==> src/hdl/sid_pkg.sv <==
// Package for the SIC/XE instruction decoder: codes, queue entry and result
// types, the format-2 opcode table. No dependencies.
`default_nettype none

package sid_pkg;

  localparam int unsigned SID_QUEUE_DEPTH = 2;
  localparam int unsigned ADDR_W = 20;

  typedef enum logic {
    KIND_BYTE  = 1'b0,
    KIND_START = 1'b1
  } kind_e;

  typedef enum logic [1:0] {
    FMT_2 = 2'd0,
    FMT_3 = 2'd1,
    FMT_4 = 2'd2
  } fmt_e;

  typedef enum logic [1:0] {
    TM_ABS  = 2'd0,
    TM_BASE = 2'd1,
    TM_PC   = 2'd2,
    TM_NONE = 2'd3
  } tmode_e;

  // Six-bit opcodes (first byte >> 2)
  localparam logic [5:0] OPC_LDB = 6'h1A;
  localparam int unsigned NUM_FMT2 = 11;
  localparam logic [5:0] FMT2_OPS [NUM_FMT2] = '{
    6'h24, 6'h2D, 6'h28, 6'h27, 6'h26, 6'h2B,
    6'h29, 6'h2A, 6'h25, 6'h2C, 6'h2E
  };

  // Register 7 and numbers above REG_MAX are invalid in a format-2 instruction
  localparam logic [3:0] REG_BAD = 4'd7;
  localparam logic [3:0] REG_MAX = 4'd9;

  typedef struct packed {
    logic [ADDR_W-1:0] instr_address;
    logic [31:0]       word;
    fmt_e              fmt;
  } raw_instr_t;

  typedef struct packed {
    logic [ADDR_W-1:0] instr_address;
    logic [5:0]        opcode;
    fmt_e              format_code;
    logic              flag_n;
    logic              flag_i;
    logic              flag_x;
    tmode_e            target_mode;
    logic [ADDR_W-1:0] target_address;
    logic [3:0]        register_one;
    logic [31:0]       object_word;
    logic              status;
  } result_t;

  // Handshake between front and queue
  typedef struct packed {
    logic       valid;
    raw_instr_t item;
  } push_t;

  function automatic logic is_format2(input logic [5:0] op);
    logic hit;
    hit = 1'b0;
    for (int k = 0; k < NUM_FMT2; k++) begin
      if (FMT2_OPS[k] == op) hit = 1'b1;
    end
    return hit;
  endfunction

endpackage

`default_nettype wire

==> src/hdl/sid_in_if.sv <==
// Input channel of the decoder: valid/ready plus one byte or record start.
// Uses no package.
`default_nettype none

interface sid_in_if;
  logic        valid;
  logic        ready;
  logic        kind;
  logic [7:0]  byte_value;
  logic [19:0] start_address;

  modport source (output valid, kind, byte_value, start_address, input ready);
  modport sink   (input valid, kind, byte_value, start_address, output ready);
endinterface

`default_nettype wire

==> src/hdl/sid_out_if.sv <==
// Output channel of the decoder: valid/ready plus one decoded instruction.
// Uses no package.
`default_nettype none

interface sid_out_if;
  logic        valid;
  logic        ready;
  logic [19:0] instr_address;
  logic [5:0]  opcode;
  logic [1:0]  format_code;
  logic        flag_n;
  logic        flag_i;
  logic        flag_x;
  logic [1:0]  target_mode;
  logic [19:0] target_address;
  logic [3:0]  register_one;
  logic [31:0] object_word;
  logic        status;

  modport source (output valid, instr_address, opcode, format_code, flag_n, flag_i,
                  flag_x, target_mode, target_address, register_one, object_word,
                  status, input ready);
  modport sink   (input valid, instr_address, opcode, format_code, flag_n, flag_i,
                  flag_x, target_mode, target_address, register_one, object_word,
                  status, output ready);
endinterface

`default_nettype wire

==> src/hdl/sid_front.sv <==
// Front end: assembles object code bytes into instructions, keeps the
// location counter. Depends on sid_pkg and sid_in_if.
`default_nettype none

module sid_front (
  input  logic            clk_i,
  input  logic            rst_ni,
  sid_in_if.sink          in_i,
  input  logic            q_ready_i,
  output sid_pkg::push_t  push_o
);
  import sid_pkg::*;

  logic [ADDR_W-1:0] lc_q, lc_d;
  logic [31:0]       buf_q, buf_d;
  logic [2:0]        held_q, held_d;
  logic [2:0]        exp_q, exp_d;
  logic [31:0]       buf_n;
  logic [2:0]        held_n, exp_n;
  logic              accept, done;

  assign in_i.ready = q_ready_i;
  assign accept     = in_i.valid && q_ready_i;

  always_comb begin
    buf_n  = {buf_q[23:0], in_i.byte_value};
    held_n = held_q + 3'd1;
    exp_n  = exp_q;
    if (held_q == 3'd0) begin
      exp_n = is_format2(in_i.byte_value[7:2]) ? 3'd2 : 3'd0;
    end else if (held_q == 3'd1 && exp_q == 3'd0) begin
      exp_n = in_i.byte_value[4] ? 3'd4 : 3'd3;
    end
    done = (kind_e'(in_i.kind) == KIND_BYTE) && (exp_n != 3'd0) && (held_n == exp_n);

    lc_d   = lc_q;
    buf_d  = buf_q;
    held_d = held_q;
    exp_d  = exp_q;
    if (accept) begin
      if (kind_e'(in_i.kind) == KIND_START) begin
        // drop any partial instruction
        lc_d   = in_i.start_address;
        buf_d  = '0;
        held_d = '0;
        exp_d  = '0;
      end else if (done) begin
        lc_d   = lc_q + ADDR_W'(exp_n);
        buf_d  = '0;
        held_d = '0;
        exp_d  = '0;
      end else begin
        buf_d  = buf_n;
        held_d = held_n;
        exp_d  = exp_n;
      end
    end

    push_o.valid              = accept && done;
    push_o.item.instr_address = lc_q;
    push_o.item.word          = buf_n;
    push_o.item.fmt           = fmt_e'(exp_n[1:0] - 2'd2);
  end

  always_ff @(posedge clk_i or negedge rst_ni) begin
    if (!rst_ni) begin
      lc_q   <= '0;
      buf_q  <= '0;
      held_q <= '0;
      exp_q  <= '0;
    end else begin
      lc_q   <= lc_d;
      buf_q  <= buf_d;
      held_q <= held_d;
      exp_q  <= exp_d;
    end
  end

endmodule

`default_nettype wire

==> src/hdl/sid_queue.sv <==
// Short queue of assembled instructions between front and back end.
// Depends on sid_pkg.
`default_nettype none

module sid_queue #(
  parameter int unsigned Depth = sid_pkg::SID_QUEUE_DEPTH
) (
  input  logic                clk_i,
  input  logic                rst_ni,
  input  sid_pkg::push_t      push_i,
  output logic                ready_o,
  output logic                valid_o,
  output sid_pkg::raw_instr_t head_o,
  input  logic                pop_i
);
  import sid_pkg::*;

  localparam int unsigned PtrW = (Depth > 1) ? $clog2(Depth) : 1;
  localparam int unsigned CntW = $clog2(Depth + 1);

  raw_instr_t      mem_q [Depth];
  logic [PtrW-1:0] wr_q, wr_d, rd_q, rd_d;
  logic [CntW-1:0] cnt_q, cnt_d;
  logic            do_push, do_pop;

  assign ready_o = (cnt_q != CntW'(Depth));
  assign valid_o = (cnt_q != '0);
  assign head_o  = mem_q[rd_q];
  assign do_push = push_i.valid && ready_o;
  assign do_pop  = pop_i && valid_o;

  function automatic logic [PtrW-1:0] bump(input logic [PtrW-1:0] p);
    return (p == PtrW'(Depth - 1)) ? '0 : p + PtrW'(1);
  endfunction

  always_comb begin
    wr_d  = do_push ? bump(wr_q) : wr_q;
    rd_d  = do_pop ? bump(rd_q) : rd_q;
    cnt_d = cnt_q + CntW'(do_push) - CntW'(do_pop);
  end

  always_ff @(posedge clk_i) begin
    if (do_push) mem_q[wr_q] <= push_i.item;
  end

  always_ff @(posedge clk_i or negedge rst_ni) begin
    if (!rst_ni) begin
      wr_q  <= '0;
      rd_q  <= '0;
      cnt_q <= '0;
    end else begin
      wr_q  <= wr_d;
      rd_q  <= rd_d;
      cnt_q <= cnt_d;
    end
  end

endmodule

`default_nettype wire

==> src/hdl/sid_back.sv <==
// Back end: decodes fields and target address of each queued instruction,
// keeps the base register, holds the result register.
// Depends on sid_pkg and sid_out_if.
`default_nettype none

module sid_back (
  input  logic                clk_i,
  input  logic                rst_ni,
  input  logic                valid_i,
  input  sid_pkg::raw_instr_t head_i,
  output logic                pop_o,
  sid_out_if.source           out_o
);
  import sid_pkg::*;

  logic [ADDR_W-1:0] base_q, base_d;
  logic              ovld_q, ovld_d;
  result_t           res_q, res_d;
  logic [7:0]        first, second;
  logic [11:0]       disp;
  logic [ADDR_W-1:0] next_loc;

  assign pop_o = valid_i && (!ovld_q || out_o.ready);

  always_comb begin
    unique case (head_i.fmt)
      FMT_2:   begin first = head_i.word[15:8];  second = head_i.word[7:0];   end
      FMT_4:   begin first = head_i.word[31:24]; second = head_i.word[23:16]; end
      default: begin first = head_i.word[23:16]; second = head_i.word[15:8];  end
    endcase
    disp     = head_i.word[11:0];
    next_loc = head_i.instr_address + ADDR_W'(head_i.fmt) + ADDR_W'(2);

    res_d                = '0;
    res_d.instr_address  = head_i.instr_address;
    res_d.opcode         = first[7:2];
    res_d.format_code    = head_i.fmt;
    res_d.object_word    = head_i.word;
    res_d.target_mode    = TM_NONE;
    base_d               = base_q;

    if (head_i.fmt == FMT_2) begin
      res_d.register_one = second[7:4];
      res_d.status       = (second[7:4] == REG_BAD) || (second[7:4] > REG_MAX);
    end else begin
      res_d.flag_n = first[1];
      res_d.flag_i = first[0];
      res_d.flag_x = second[7];
      if (head_i.fmt == FMT_4) begin
        res_d.target_mode    = TM_ABS;
        res_d.target_address = head_i.word[ADDR_W-1:0];
        if (pop_o && first[7:2] == OPC_LDB) base_d = head_i.word[ADDR_W-1:0];
      end else begin
        priority if (second[6] == second[5]) begin
          res_d.target_mode    = TM_ABS;
          res_d.target_address = ADDR_W'(disp);
        end else if (second[6]) begin
          res_d.target_mode    = TM_BASE;
          res_d.target_address = base_q + ADDR_W'(disp);
        end else begin
          res_d.target_mode    = TM_PC;
          res_d.target_address = next_loc + {{(ADDR_W-12){disp[11]}}, disp};
        end
      end
    end

    // advance result register when it is free or its word is taken
    ovld_d = pop_o ? 1'b1 : (ovld_q && !out_o.ready);
  end

  always_ff @(posedge clk_i) begin
    if (pop_o) res_q <= res_d;
  end

  always_ff @(posedge clk_i or negedge rst_ni) begin
    if (!rst_ni) begin
      ovld_q <= 1'b0;
      base_q <= '0;
    end else begin
      ovld_q <= ovld_d;
      base_q <= base_d;
    end
  end

  assign out_o.valid          = ovld_q;
  assign out_o.instr_address  = res_q.instr_address;
  assign out_o.opcode         = res_q.opcode;
  assign out_o.format_code    = res_q.format_code;
  assign out_o.flag_n         = res_q.flag_n;
  assign out_o.flag_i         = res_q.flag_i;
  assign out_o.flag_x         = res_q.flag_x;
  assign out_o.target_mode    = res_q.target_mode;
  assign out_o.target_address = res_q.target_address;
  assign out_o.register_one   = res_q.register_one;
  assign out_o.object_word    = res_q.object_word;
  assign out_o.status         = res_q.status;

endmodule

`default_nettype wire

==> src/hdl/sic_xe_instruction_decoder.sv <==
// SIC/XE instruction decoder: one byte or record start accepted per cycle
// while the queue has room. Once an instruction's last byte is accepted, it
// is queued; its result is valid once the back end loads its result register.
// Throughput: one byte per cycle while the queue has room; it drains one
// instruction per cycle into the result register while that is free or taken.
// Reset clears location counter, base register, partial instruction and queue.
`default_nettype none

module sic_xe_instruction_decoder #(
  parameter int unsigned QueueDepth = sid_pkg::SID_QUEUE_DEPTH
) (
  input  logic      clk_i,
  input  logic      rst_ni,
  sid_in_if.sink    in_i,
  sid_out_if.source out_o
);
  import sid_pkg::*;

  push_t      push;
  logic       q_ready, q_valid, q_pop;
  raw_instr_t q_head;

  sid_front u_front (
    .clk_i     (clk_i),
    .rst_ni    (rst_ni),
    .in_i      (in_i),
    .q_ready_i (q_ready),
    .push_o    (push)
  );

  sid_queue #(.Depth(QueueDepth)) u_queue (
    .clk_i   (clk_i),
    .rst_ni  (rst_ni),
    .push_i  (push),
    .ready_o (q_ready),
    .valid_o (q_valid),
    .head_o  (q_head),
    .pop_i   (q_pop)
  );

  sid_back u_back (
    .clk_i   (clk_i),
    .rst_ni  (rst_ni),
    .valid_i (q_valid),
    .head_i  (q_head),
    .pop_o   (q_pop),
    .out_o   (out_o)
  );

endmodule

`default_nettype wire
==> src/flat_wrapper.sv <==
// flat-port wrapper written by rule: the top's interface ports become plain ports
module sic_xe_instruction_decoder_flat import sid_pkg::*;
#(
  parameter int unsigned QueueDepth = sid_pkg::SID_QUEUE_DEPTH
)
  (clk_i, rst_ni, in_i_valid, in_i_kind, in_i_byte_value, in_i_start_address, in_i_ready, out_o_valid, out_o_instr_address, out_o_opcode, out_o_format_code, out_o_flag_n, out_o_flag_i, out_o_flag_x, out_o_target_mode, out_o_target_address, out_o_register_one, out_o_object_word, out_o_status, out_o_ready);
  sid_in_if in_i_i ();
  sid_out_if out_o_i ();
  input  logic clk_i;
  input  logic rst_ni;
  input wire logic [$bits(in_i_i.valid)-1:0] in_i_valid;
  input wire logic [$bits(in_i_i.kind)-1:0] in_i_kind;
  input wire logic [$bits(in_i_i.byte_value)-1:0] in_i_byte_value;
  input wire logic [$bits(in_i_i.start_address)-1:0] in_i_start_address;
  output wire logic [$bits(in_i_i.ready)-1:0] in_i_ready;
  output wire logic [$bits(out_o_i.valid)-1:0] out_o_valid;
  output wire logic [$bits(out_o_i.instr_address)-1:0] out_o_instr_address;
  output wire logic [$bits(out_o_i.opcode)-1:0] out_o_opcode;
  output wire logic [$bits(out_o_i.format_code)-1:0] out_o_format_code;
  output wire logic [$bits(out_o_i.flag_n)-1:0] out_o_flag_n;
  output wire logic [$bits(out_o_i.flag_i)-1:0] out_o_flag_i;
  output wire logic [$bits(out_o_i.flag_x)-1:0] out_o_flag_x;
  output wire logic [$bits(out_o_i.target_mode)-1:0] out_o_target_mode;
  output wire logic [$bits(out_o_i.target_address)-1:0] out_o_target_address;
  output wire logic [$bits(out_o_i.register_one)-1:0] out_o_register_one;
  output wire logic [$bits(out_o_i.object_word)-1:0] out_o_object_word;
  output wire logic [$bits(out_o_i.status)-1:0] out_o_status;
  input wire logic [$bits(out_o_i.ready)-1:0] out_o_ready;
  assign in_i_i.valid = in_i_valid;
  assign in_i_i.kind = in_i_kind;
  assign in_i_i.byte_value = in_i_byte_value;
  assign in_i_i.start_address = in_i_start_address;
  assign in_i_ready = in_i_i.ready;
  assign out_o_valid = out_o_i.valid;
  assign out_o_instr_address = out_o_i.instr_address;
  assign out_o_opcode = out_o_i.opcode;
  assign out_o_format_code = out_o_i.format_code;
  assign out_o_flag_n = out_o_i.flag_n;
  assign out_o_flag_i = out_o_i.flag_i;
  assign out_o_flag_x = out_o_i.flag_x;
  assign out_o_target_mode = out_o_i.target_mode;
  assign out_o_target_address = out_o_i.target_address;
  assign out_o_register_one = out_o_i.register_one;
  assign out_o_object_word = out_o_i.object_word;
  assign out_o_status = out_o_i.status;
  assign out_o_i.ready = out_o_ready;
  sic_xe_instruction_decoder #(.QueueDepth(QueueDepth)) u_core (.clk_i(clk_i), .rst_ni(rst_ni), .in_i(in_i_i), .out_o(out_o_i));
endmodule
==> config.mk <==
export PLATFORM = sky130hd
export DESIGN_NAME = sic_xe_instruction_decoder_flat
export DESIGN_NICKNAME = d
export VERILOG_FILES = /design/src/hdl/sid_pkg.sv /design/src/hdl/sid_in_if.sv /design/src/hdl/sid_out_if.sv /design/src/hdl/sid_front.sv /design/src/hdl/sid_queue.sv /design/src/hdl/sid_back.sv /design/src/hdl/sic_xe_instruction_decoder.sv /design/src/flat_wrapper.sv
export SDC_FILE = /design/constraint.sdc
export NUM_CORES = 1
export LEC_CHECK = 0
export ABC_AREA = 1
export BUFFER_PORTS_ARGS = -buffer_cell sky130_fd_sc_hd__clkbuf_2
export CAP_MARGIN = 30
export CORE_UTILIZATION = 65
export DETAILED_ROUTE_END_ITERATION = 8
export PLACE_DENSITY = 0.86
export SLEW_MARGIN = 20
export SYNTH_ARGS = -nofsm -noshare
export SYNTH_HDL_FRONTEND = slang
export SYNTH_SLANG_ARGS = --single-unit
==> constraint.sdc <==
create_clock -name clk_i -period 7.35 [get_ports clk_i]
set_input_delay 0.735 -clock clk_i [delete_from_list [all_inputs] [get_ports clk_i]]
set_output_delay 0.735 -clock clk_i [all_outputs]
set_load 0.02 [all_outputs]
### Word-level counts from Yosys, hierarchy flattened

Memories as Yosys holds them, arrays and structs flattened.
Index checks and enable logic that the tools add are counted.
W data, S select, Z words.

* add/subtract/negate cells: 11
* multipliers: 0
* div/mod/pow operators: 0
* $lt $le $gt $ge: 1
* eq/ne operators: 18
* shift operators: 0
* multiplexer cells: 34
* bitwise logic cells: 2
* reduce and logical (&&, ||, !) cells: 22

Operators with widths (count)
* $eq A6 B6 Y1 const A: 11
* $mux W22: 3
* $mux W24: 2
* $mux W20: 2
* $pmux W8 S2: 2
* $mux W3: 7
* $add A20 B12 Y20: 1
* $add A20 B2 Y20: 1
* $add A20 B2 Y20 const B: 1
* $add A20 B20 Y20: 1
* $add A20 B3 Y20: 1
* $mux W1: 17
* $logic_and A1 B1 Y1: 10
* $eq A6 B5 Y1 const B: 1
* $logic_not A3 Y1: 2
* $eq A4 B3 Y1 const B: 1
* $gt A4 B4 Y1 const B: 1
* $reduce_bool A2 Y1: 2
* $add A3 B1 Y3 const B: 1
* $eq A3 B1 Y1 const B: 1
* $eq A3 B3 Y1: 1
* $reduce_and A3 Y1: 1
* $reduce_bool A3 Y1: 1
* $add A1 B1 Y1 const B: 2
* other kinds (12): 15

* register bits after elaboration: 165
* latch bits: 0
* bits in writable memories: 108
* ROM bits: 0
* input bits: 33
* output and inout port bits: 92
* memories kept: 1

Memories
* u_core.u_queue.mem_q: depth 2, width 54, rd ports 1, clocked after memory_dff 0, write ports 1, RTL line sid_queue.sv:21 `raw_instr_t mem_q [Depth];`

### Depth between registers and ports, before layout

Gate-level depths: netlist (run 1).

* depth after elaboration: 22
* mapped depth: 23
* gate-level depth less buffers: 21

### By module

A second synthesis (run 1) with hierarchy kept.

* cell total of the unflattened synthesis: 1506
* area total of the unflattened synthesis: 13917.1 um^2

By module, submodules not included
* sid_back: times used 1, cells an instance 772, area each 6725.2 um^2, sequential area each 3228.1 um^2
* sid_queue: times used 1, cells an instance 313, area each 4179.0 um^2, sequential area each 3343.2 um^2
* sid_front: times used 1, cells an instance 421, area each 3012.9 um^2, sequential area each 1251.2 um^2

### Least setup slack after synthesis (run 1)

OpenSTA, ideal clock, no wires.

* kind: input to register
* from: input in_i_byte_value[6]
* to: memory u_core.u_queue.mem_q[0][0] (netlist bit) (enable)
* arrival time: 3.841 ns
* required time: 6.884 ns
* slack: 3.043 ns
* cell stages on the path: 13
* cells stage by stage: inv_1 -> nand2_1 -> nor2_1 -> nand2_1 -> nand2_1 -> nand2_1 -> nand2_1 -> nand2_1 -> nand2_1 -> nand3_1 -> nor2_1 -> inv_1 -> nor2_1

* longest elaborated chain between the ends: 22

Ends and longest elaborated chain
* start, declared: RTL line flat_wrapper.sv:13 `input wire logic [$bits(in_i_i.byte_value)-1:0] in_i_byte_value;`
* $eq A6 B6 Y1: RTL line sid_pkg.sv:70 `if (FMT2_OPS[k] == op) hit = 1'b1;`
* $mux W1 (10 in a row): RTL line sid_pkg.sv:70
* $mux W1 (*): RTL line sid_pkg.sv:70
* $mux W1 (*): RTL line sid_front.sv:29 `if (held_q == 3'd0) begin`
* $mux W2 (*): RTL line sid_front.sv:30 `exp_n = is_format2(in_i.byte_value[7:2]) ? 3'd2 : 3'd0;`
* $mux W3 (*): RTL line sid_front.sv:29
* $reduce_bool A3 Y1: RTL line sid_front.sv:34 `done = (kind_e'(in_i.kind) == KIND_BYTE) && (exp_n != 3'd0) && (held_n == exp_n);`
* $logic_and A1 B1 Y1: RTL line sid_front.sv:34
* $logic_and A1 B1 Y1 (*): RTL line sid_front.sv:34
* $logic_and A1 B1 Y1 (*): RTL line sid_front.sv:59 `push_o.valid = accept && done;`
* $logic_and A1 B1 Y1 (*): RTL line sid_queue.sv:29 `assign do_push = push_i.valid && ready_o;`
* $mux W1 (*): RTL line sid_queue.sv:43 `if (do_push) mem_q[wr_q] <= push_i.item;`
* $mux W1 (implied by the code) (*): RTL line sid_queue.sv:43
* end, declared: RTL line sid_queue.sv:21

Every way passes the cells marked *; elsewhere a longest branch is shown, timed or not. The select of a mux whose other input is x is not followed.

==> impl_metrics.csv, run 1 <==
group,metric,value,unit
status,status,"finished, final reports clean",
floorplanning,die_w,147,µm
setup_path,crit_arrival,4490,ps
synth,syn_area_per_cell,9.26,µm²
setup_path,setup.worst_path.end,"u_core.u_back.out_o.target_address[1]",
global_route,grt_antenna_before_repair,0,
placement,place_hpwl,23800,µm
timing,finalSetupViolCount,0,
synth,ys_top_cells_by_area,"edfxtp_1, nand2_1, dfrtp_1",
hold_path,hp-class,"in -> reg",
finish,final_cell_mix,"nand2_1, edfxtp_1, inv_1",
synth,synthesis.area,13700,µm²
setup_path,critPathTopFamily,"simple AND/OR/NAND/NOR gates",
synth,synth_cell_types,44,
timing,period_minus_slack,4060,ps
setup_path,crit_chain,"inv_2 -> nand2_1 -> nand2_2 -> inv_2 -> nand2_4 -> inv_4 -> a221oi_1 -> inv_1 -> ha_1 -> nor2_1 -> inv_1 -> nand2_1 -> nand3_1 -> inv_1",
route,drc,0,
route,viasPerCell,5.83,
cts,clock_latency,560,ps
timing,max_clock_freq,246,MHz
timing,rsz0062_at_grt,"no",
synth,ys_seq_elements,273,
setup_path,worst-path-stages,14,
route,first_iter_violations,1273,
finish,nets,1701,
setup_path,endpoint_kind,"flop",
floorplanning,std_cell_rows,52,
placement,place_worst_setup_slack,3000,ps
setup_path,worstSetupPathType,"reg -> reg",
cts,cts_tree,"done",
cts,numCtsBuffers,27,
placement,portBuffers,124,
finish,fin_cells,1897,
setup_path,timing.rr.start,"u_core.u_queue.rd_q",
placement,dpl.cell_count,1843,
timing,post-route-period-util,55.3,%
synth,synthAdderAreaFrac,5.87,%
floorplanning,die-height,147,µm
cts,post_cts_resized,0,
synth,synth_top_family_by_area,"simple AND/OR/NAND/NOR gates",
route,wl_per_cell,18.4,µm
route,routed_wl,35000,µm
global_route,grt_pass1_wl,54400,µm
synth,synth_top_area_cell,"edfxtp_1",
floorplanning,initial_core_util,67.0,%
setup_path,cpMostUsedCell,"inv_1",
cts,cts.htree.levels,1,
setup_path,path_buf_inv,6,
synth,ys_seq_area_share,57.0,%
synth,postSynthCellCount,1482,
timing,finalMaxSlewViolations,0,
pwr,power.leakage,7.16,nW
pwr,ir_drop,288,µV
global_route,grt-ovfl-total,0,
synth,muxShareOfSynthArea,0,%
timing,worst_slew_pin_slew,908,ps
setup_path,crit_start,"u_core.u_queue.rd_q",
setup_path,critPathLaunchType,"flop",
global_route,grt_max_degree,72,
finish,syn_to_final_growth,13.1,%
route,final_antenna_net_count,0,
cts,clock_path_buffers,3,
setup_path,slowest_stage,"nor2_1",
global_route,grtUsageTotal,32.6,%
floorplanning,ios,125,
floorplanning,core,20500,µm²
pwr,p_per_area,482,nW/µm²
setup_path,r2r_slack,3290,ps
finish,drive_gt1_share,13.2,%
cts,clock-sinks,273,
cts,clkTransAtPathRegs,60,ps
floorplanning,die_area,21700,µm²
synth,synth-xor-area-share,1.53,%
timing,fin_skew,19.3,ps
finish,fill_cells,1408,
finish,insertedDiodeCount,0,
timing,fin_setup_tns,0,ps
synth,synthSimpleGateAreaFrac,23.1,%
global_route,grt_pass1_vias,10302,
setup_path,rr_endpoint,"u_core.u_back.out_o.target_address[1]",
setup_path,critPathMaxStageDelay,640,ps
synth,syn_nets,1577,
timing,relSlewSlack,38.8,%
timing,final-hold-violation-count,0,
synth,synth_compound_area_share,6.77,%
synth,synth-warning-count,0,
route,vias,11063,
run,drv_cap,0,
timing,finalWorstSetupSlack,3290,ps
finish,layout_commonest_cell,"nand2_1",
cts,cts_root_buf,"clkbuf_16",
setup_path,crit_fanout,42,
placement,place_congestion,0.957,
setup_path,worstPathRequired,7770,ps
route,drtPass1Iterations,6,
synth,synth.top_cell.area_share,43.3,%
setup_path,reg2reg_depth,14,
-- cell families after synthesis --
logic type / Yosys count
flip-flops: 273
buffers and inverters: 191
XOR/XNOR: 24
AO/OA/AOI/OAI: 168
adder cells (fa/ha/maj): 62
AND/OR/NAND/NOR: 764
-- worst reg2reg max path, stage by stage, from the launching register on --
cell and delay, ps:
dfrtp_2 410, inv_2 510, nand2_1 140, nand2_2 240, inv_2 190, nand2_4 290
inv_4 110, a221oi_1 450, inv_1 90, ha_1 300, nor2_1 640, inv_1 260
nand2_1 140, nand3_1 90, inv_1 70
-- worst min path at each step --
stage	startpoint	end	slack [ps]	cells past startpoint
after floorplan	rst_ni	u_core.u_back.base_q[0]	440	0
after global placement	u_core.u_front.buf_q[16]	u_core.u_queue.mem_q[0][26]	450	0
after detailed placement	u_core.u_front.buf_q[20]	u_core.u_queue.mem_q[0][30]	470	0
after CTS	in_i_byte_value[0]	u_core.u_queue.mem_q[0][2]	420	1
after global routing	in_i_byte_value[1]	u_core.u_queue.mem_q[1][3]	420	1
final	in_i_byte_value[1]	u_core.u_queue.mem_q[1][3]	430	1
-- synth_stat cells (all sizes together) --
cell type and instances:
a211oi 1, a21boi 1, a21o 2, a21oi 44
a221oi 1, a31oi 4, and2 1, and3 2
buf 22, clkbuf 22, dfrtp 75, edfxtp 198
fa 4, ha 58, inv 147, nand2 514
nand3 105, nand3b 9, nand4 14, nor2 84
nor3 13, o211ai 7, o21a 3, o21ai 91
o21bai 5, o221ai 3, o22ai 5, o31ai 1
or2 22, xnor2 13, xor2 11
-- per-stage QoR --
step	util, %	cell area, µm²	power (W)	hold slack [ps]
6_report	75.7	15500	0.00748	431
5_1_grt	75.7	15500	0.00793	419
4_1_cts	75.4	15400	0.00742	418
3_5_place_dp	71.0	14500	0.00599	466
3_3_place_gp	71.0	14500	0.00589	447
2_1_floorplan	-	13700	0.00494	439
-- state kept, by name (all words and copies together) (netlist names) --
signal,count
u_core.u_back.out_o.register_one,4
u_core.u_back.out_o.object_word,32
u_core.u_back.base_q,20
u_core.u_back.out_o.opcode,6
u_core.u_back.out_o.target_address,20
u_core.u_queue.wr_q,1
u_core.u_front.held_q,3
u_core.u_back.out_o.instr_address,20
u_core.u_back.out_o.format_code,2
u_core.u_front.buf_q,24
u_core.u_front.exp_q,3
u_core.u_back.out_o.valid,1
u_core.u_front.lc_q,20
u_core.u_queue.rd_q,1
u_core.u_queue.cnt_q,2
u_core.u_queue.mem_q,108
u_core.u_back.out_o.target_mode,2
u_core.u_back.out_o.flag_i,1
u_core.u_back.out_o.flag_x,1
u_core.u_back.out_o.flag_n,1
u_core.u_back.out_o.status,1
-- what timing repair did --
action | 4_1_cts | 5_1_grt
endpoints found under the hold margin | 4 | 0
setup buffers | 0 | 0
hold buffers | 1 | 0
setup endpoints to repair | 0 | 0
-- power breakdown --
group / internal [W] / leakage [nW] / total, W / switching [W]
logic: 0.00108 / 3.86 / 0.00355 / 0.00247
clock network: 0.000797 / 0.441 / 0.00139 / 0.000596
registers: 0.00225 / 2.86 / 0.00254 / 0.000283
total: 0.00413 / 7.16 / 0.00748 / 0.00335
-- metal layers --
layer,share of wire (%),up-vias,global-route usage (%)
met1,39,5204,44.2
met4,4.1,0,12.6
li1,-,5170,-
met5,0,-,0
met2,48,594,53.5
met3,8.9,95,4.69
-- layout make-up --
type | instances | area, µm² | share of cell area [%]
repair buffers | 139 | 786 | 5.06
clock buffers | 33 | 708 | 4.56
flip-flops and latches | 273 | 7820 | 50.4
well taps | 270 | 338 | 2.18
inverters | 147 | 556 | 3.58
clock inverters | 17 | 181 | 1.17
multi-input cells | 1018 | 5130 | 33.0
Power figures use the tool's default switching activity.
==> run 2, diff against run 1 <==
--- a/config.mk
+++ b/config.mk
@@ -8,9 +8,9 @@
 export ABC_AREA = 1
 export BUFFER_PORTS_ARGS = -buffer_cell sky130_fd_sc_hd__clkbuf_2
 export CAP_MARGIN = 30
-export CORE_UTILIZATION = 65
+export CORE_UTILIZATION = 60
 export DETAILED_ROUTE_END_ITERATION = 8
-export PLACE_DENSITY = 0.86
+export PLACE_DENSITY = 0.8
 export SLEW_MARGIN = 20
 export SYNTH_ARGS = -nofsm -noshare
 export SYNTH_HDL_FRONTEND = slang
==> constraint.sdc (replaced) <==
create_clock -name clk_i -period 3.97 [get_ports clk_i]
set_input_delay 0.397 -clock clk_i [delete_from_list [all_inputs] [get_ports clk_i]]
set_output_delay 0.397 -clock clk_i [all_outputs]
set_load 0.02 [all_outputs]
==> impl_metrics.csv, run 2 (synthesis gave the netlist of run 1 again) <==
group,metric,value,unit
floorplanning,ios,125,
floorplanning,die_area,23500,µm²
setup_path,endpoint_kind,"flop",
timing,final-hold-violation-count,0,
hold_path,hp-class,"in -> reg",
floorplanning,core,22100,µm²
finish,largest_register,"u_core.u_queue.mem_q",
placement,portBuffers,124,
route,viasPerCell,5.66,
timing,fin_skew,13.0,ps
timing,finalSetupViolCount,0,
hold_path,holdPathEnd,"u_core.u_queue.mem_q[1][2]",
timing,fin_setup_tns,0,ps
cts,cts.htree.levels,1,
global_route,grt-ovfl-total,0,
setup_path,reg2reg_depth,15,
floorplanning,die-height,153,µm
global_route,grtUsageTotal,30.5,%
cts,clkTransAtPathRegs,60,ps
timing,rsz0062_at_grt,"no",
setup_path,timing.rr.start,"u_core.u_queue.rd_q",
setup_path,critPathMaxStageDelay,450,ps
cts,cts_tree,"done",
global_route,grt_antenna_before_repair,0,
placement,dpl.cell_count,1868,
cts,cts_root_buf,"clkbuf_16",
placement,place_hpwl,24900,µm
cts,clock_latency,550,ps
finish,fin_cells,1924,
finish,insertedDiodeCount,0,
setup_path,crit_arrival,3910,ps
timing,period_minus_slack,3610,ps
hold_path,holdPathStages,1,
timing,worst_slew_pin_slew,892,ps
setup_path,critPathLaunchType,"flop",
finish,syn_to_final_growth,14.5,%
timing,post-route-period-util,91.0,%
cts,numCtsBuffers,29,
floorplanning,die_w,153,µm
timing,max_clock_freq,277,MHz
setup_path,slowest_stage,"a21boi_0",
run,drv_cap,0,
placement,place_congestion,0.972,
pwr,ir_drop,492,µV
finish,largest_register_ffs,108,
cts,clock-sinks,273,
setup_path,worstSetupPathType,"reg -> reg",
route,drtPass1Iterations,5,
finish,layout_commonest_cell,"nand2_1",
floorplanning,initial_core_util,62.1,%
setup_path,crit_fanout,23,
route,drc,0,
floorplanning,std_cell_rows,54,
pwr,power.leakage,7.25,nW
setup_path,r2r_slack,360,ps
global_route,grt_pass1_wl,55700,µm
timing,finalMaxSlewViolations,0,
route,routed_wl,35300,µm
global_route,grt_max_degree,66,
route,wl_per_cell,18.4,µm
route,first_iter_violations,852,
hold_path,min_from,"in_i_byte_value[0]",
setup_path,crit_chain,"inv_2 -> or2_2 -> o21ai_0 -> buf_4 -> inv_1 -> ha_1 -> ha_1 -> a21oi_1 -> a21boi_0 -> nor2_1 -> nor2_1 -> a21o_1 -> nand3_1 -> nand3_1 -> nand2_1",
timing,relSlewSlack,39.9,%
finish,drive_gt1_share,13.9,%
route,final_antenna_net_count,0,
route,vias,10886,
finish,nets,1716,
pwr,p_per_area,902,nW/µm²
cts,clock_path_buffers,3,
global_route,grt_pass1_vias,10540,
status,status,"finished, final reports clean",
finish,final_cell_mix,"nand2_1, edfxtp_1, inv_1",
setup_path,rr_endpoint,"u_core.u_back.out_o.target_address[14]",
setup_path,worstPathRequired,4270,ps
==> run 2: where the power goes <==
group / internal, W / leakage (nW) / switching [W]
registers: 0.00417 / 2.86 / 0.000524
logic: 0.00209 / 3.92 / 0.00466
clock network: 0.00163 / 0.473 / 0.00109
==> run 2: worst max-delay path, delay by kind of cell (launching register included) <==
family	cells	cell delay (ps)
buf+inv	3	430
simple gates	6	880
fa+ha+maj	2	680
flops	1	400
compound gates	4	980
==> run 2: worst max-delay path by stage <==
stage	startpoint	end	slack, ps	depth (start not counted)
floorplan	u_core.u_front.held_q[0]	u_core.u_queue.mem_q[0][0]	-260	14
global placement	u_core.u_queue.rd_q	u_core.u_back.out_o.target_address[14]	420	15
detailed placement	u_core.u_queue.rd_q	u_core.u_back.out_o.target_address[14]	400	15
CTS	u_core.u_queue.rd_q	u_core.u_back.out_o.target_address[14]	370	15
global route	u_core.u_queue.rd_q	u_core.u_back.out_o.target_address[18]	50	17
finish	u_core.u_queue.rd_q	u_core.u_back.out_o.target_address[14]	360	15
==> run 2: stage by stage <==
stage	worst slack [ps]	hold slack [ps]	area (µm²)	total power [W]	utilization, %
floorplan	-259	101	13700	0.00914	-
global placement	424	453	14700	0.0112	66.6
detailed placement	397	458	14700	0.0113	66.6
CTS	369	76.8	15700	0.0141	71.0
global route	50.5	91.6	15700	0.0150	71.1
finish	356	86.7	15700	0.0142	71.1
==> run 2: routing by layer <==
layer	vias to the layer above	part of all wire [%]	global-route usage, %
met1	5123	41	41.2
met3	95	7.4	4.03
li1	5208	-	-
met4	0	4.2	13.0
met5	-	0	0
met2	460	47	50.1
==> run 2: timing repair <==
| item | in CTS | in global routing |
|---|---|---|
| endpoints found under the hold margin | 17 | 0 |
| gates resized for setup | 0 | 0 |
| buffers inserted | 0 | 0 |
| hold buffers | 1 | 0 |
==> run 2: area by class of cell <==
cell class / instances / area [µm²]
multi-input combinational: 1018 / 5120
tap: 280 / 350
clock inverter: 20 / 200
clock buffer: 34 / 764
sequential: 273 / 7820
inverter: 147 / 556
fill: 1631 / 6380
timing repair buffer: 152 / 893
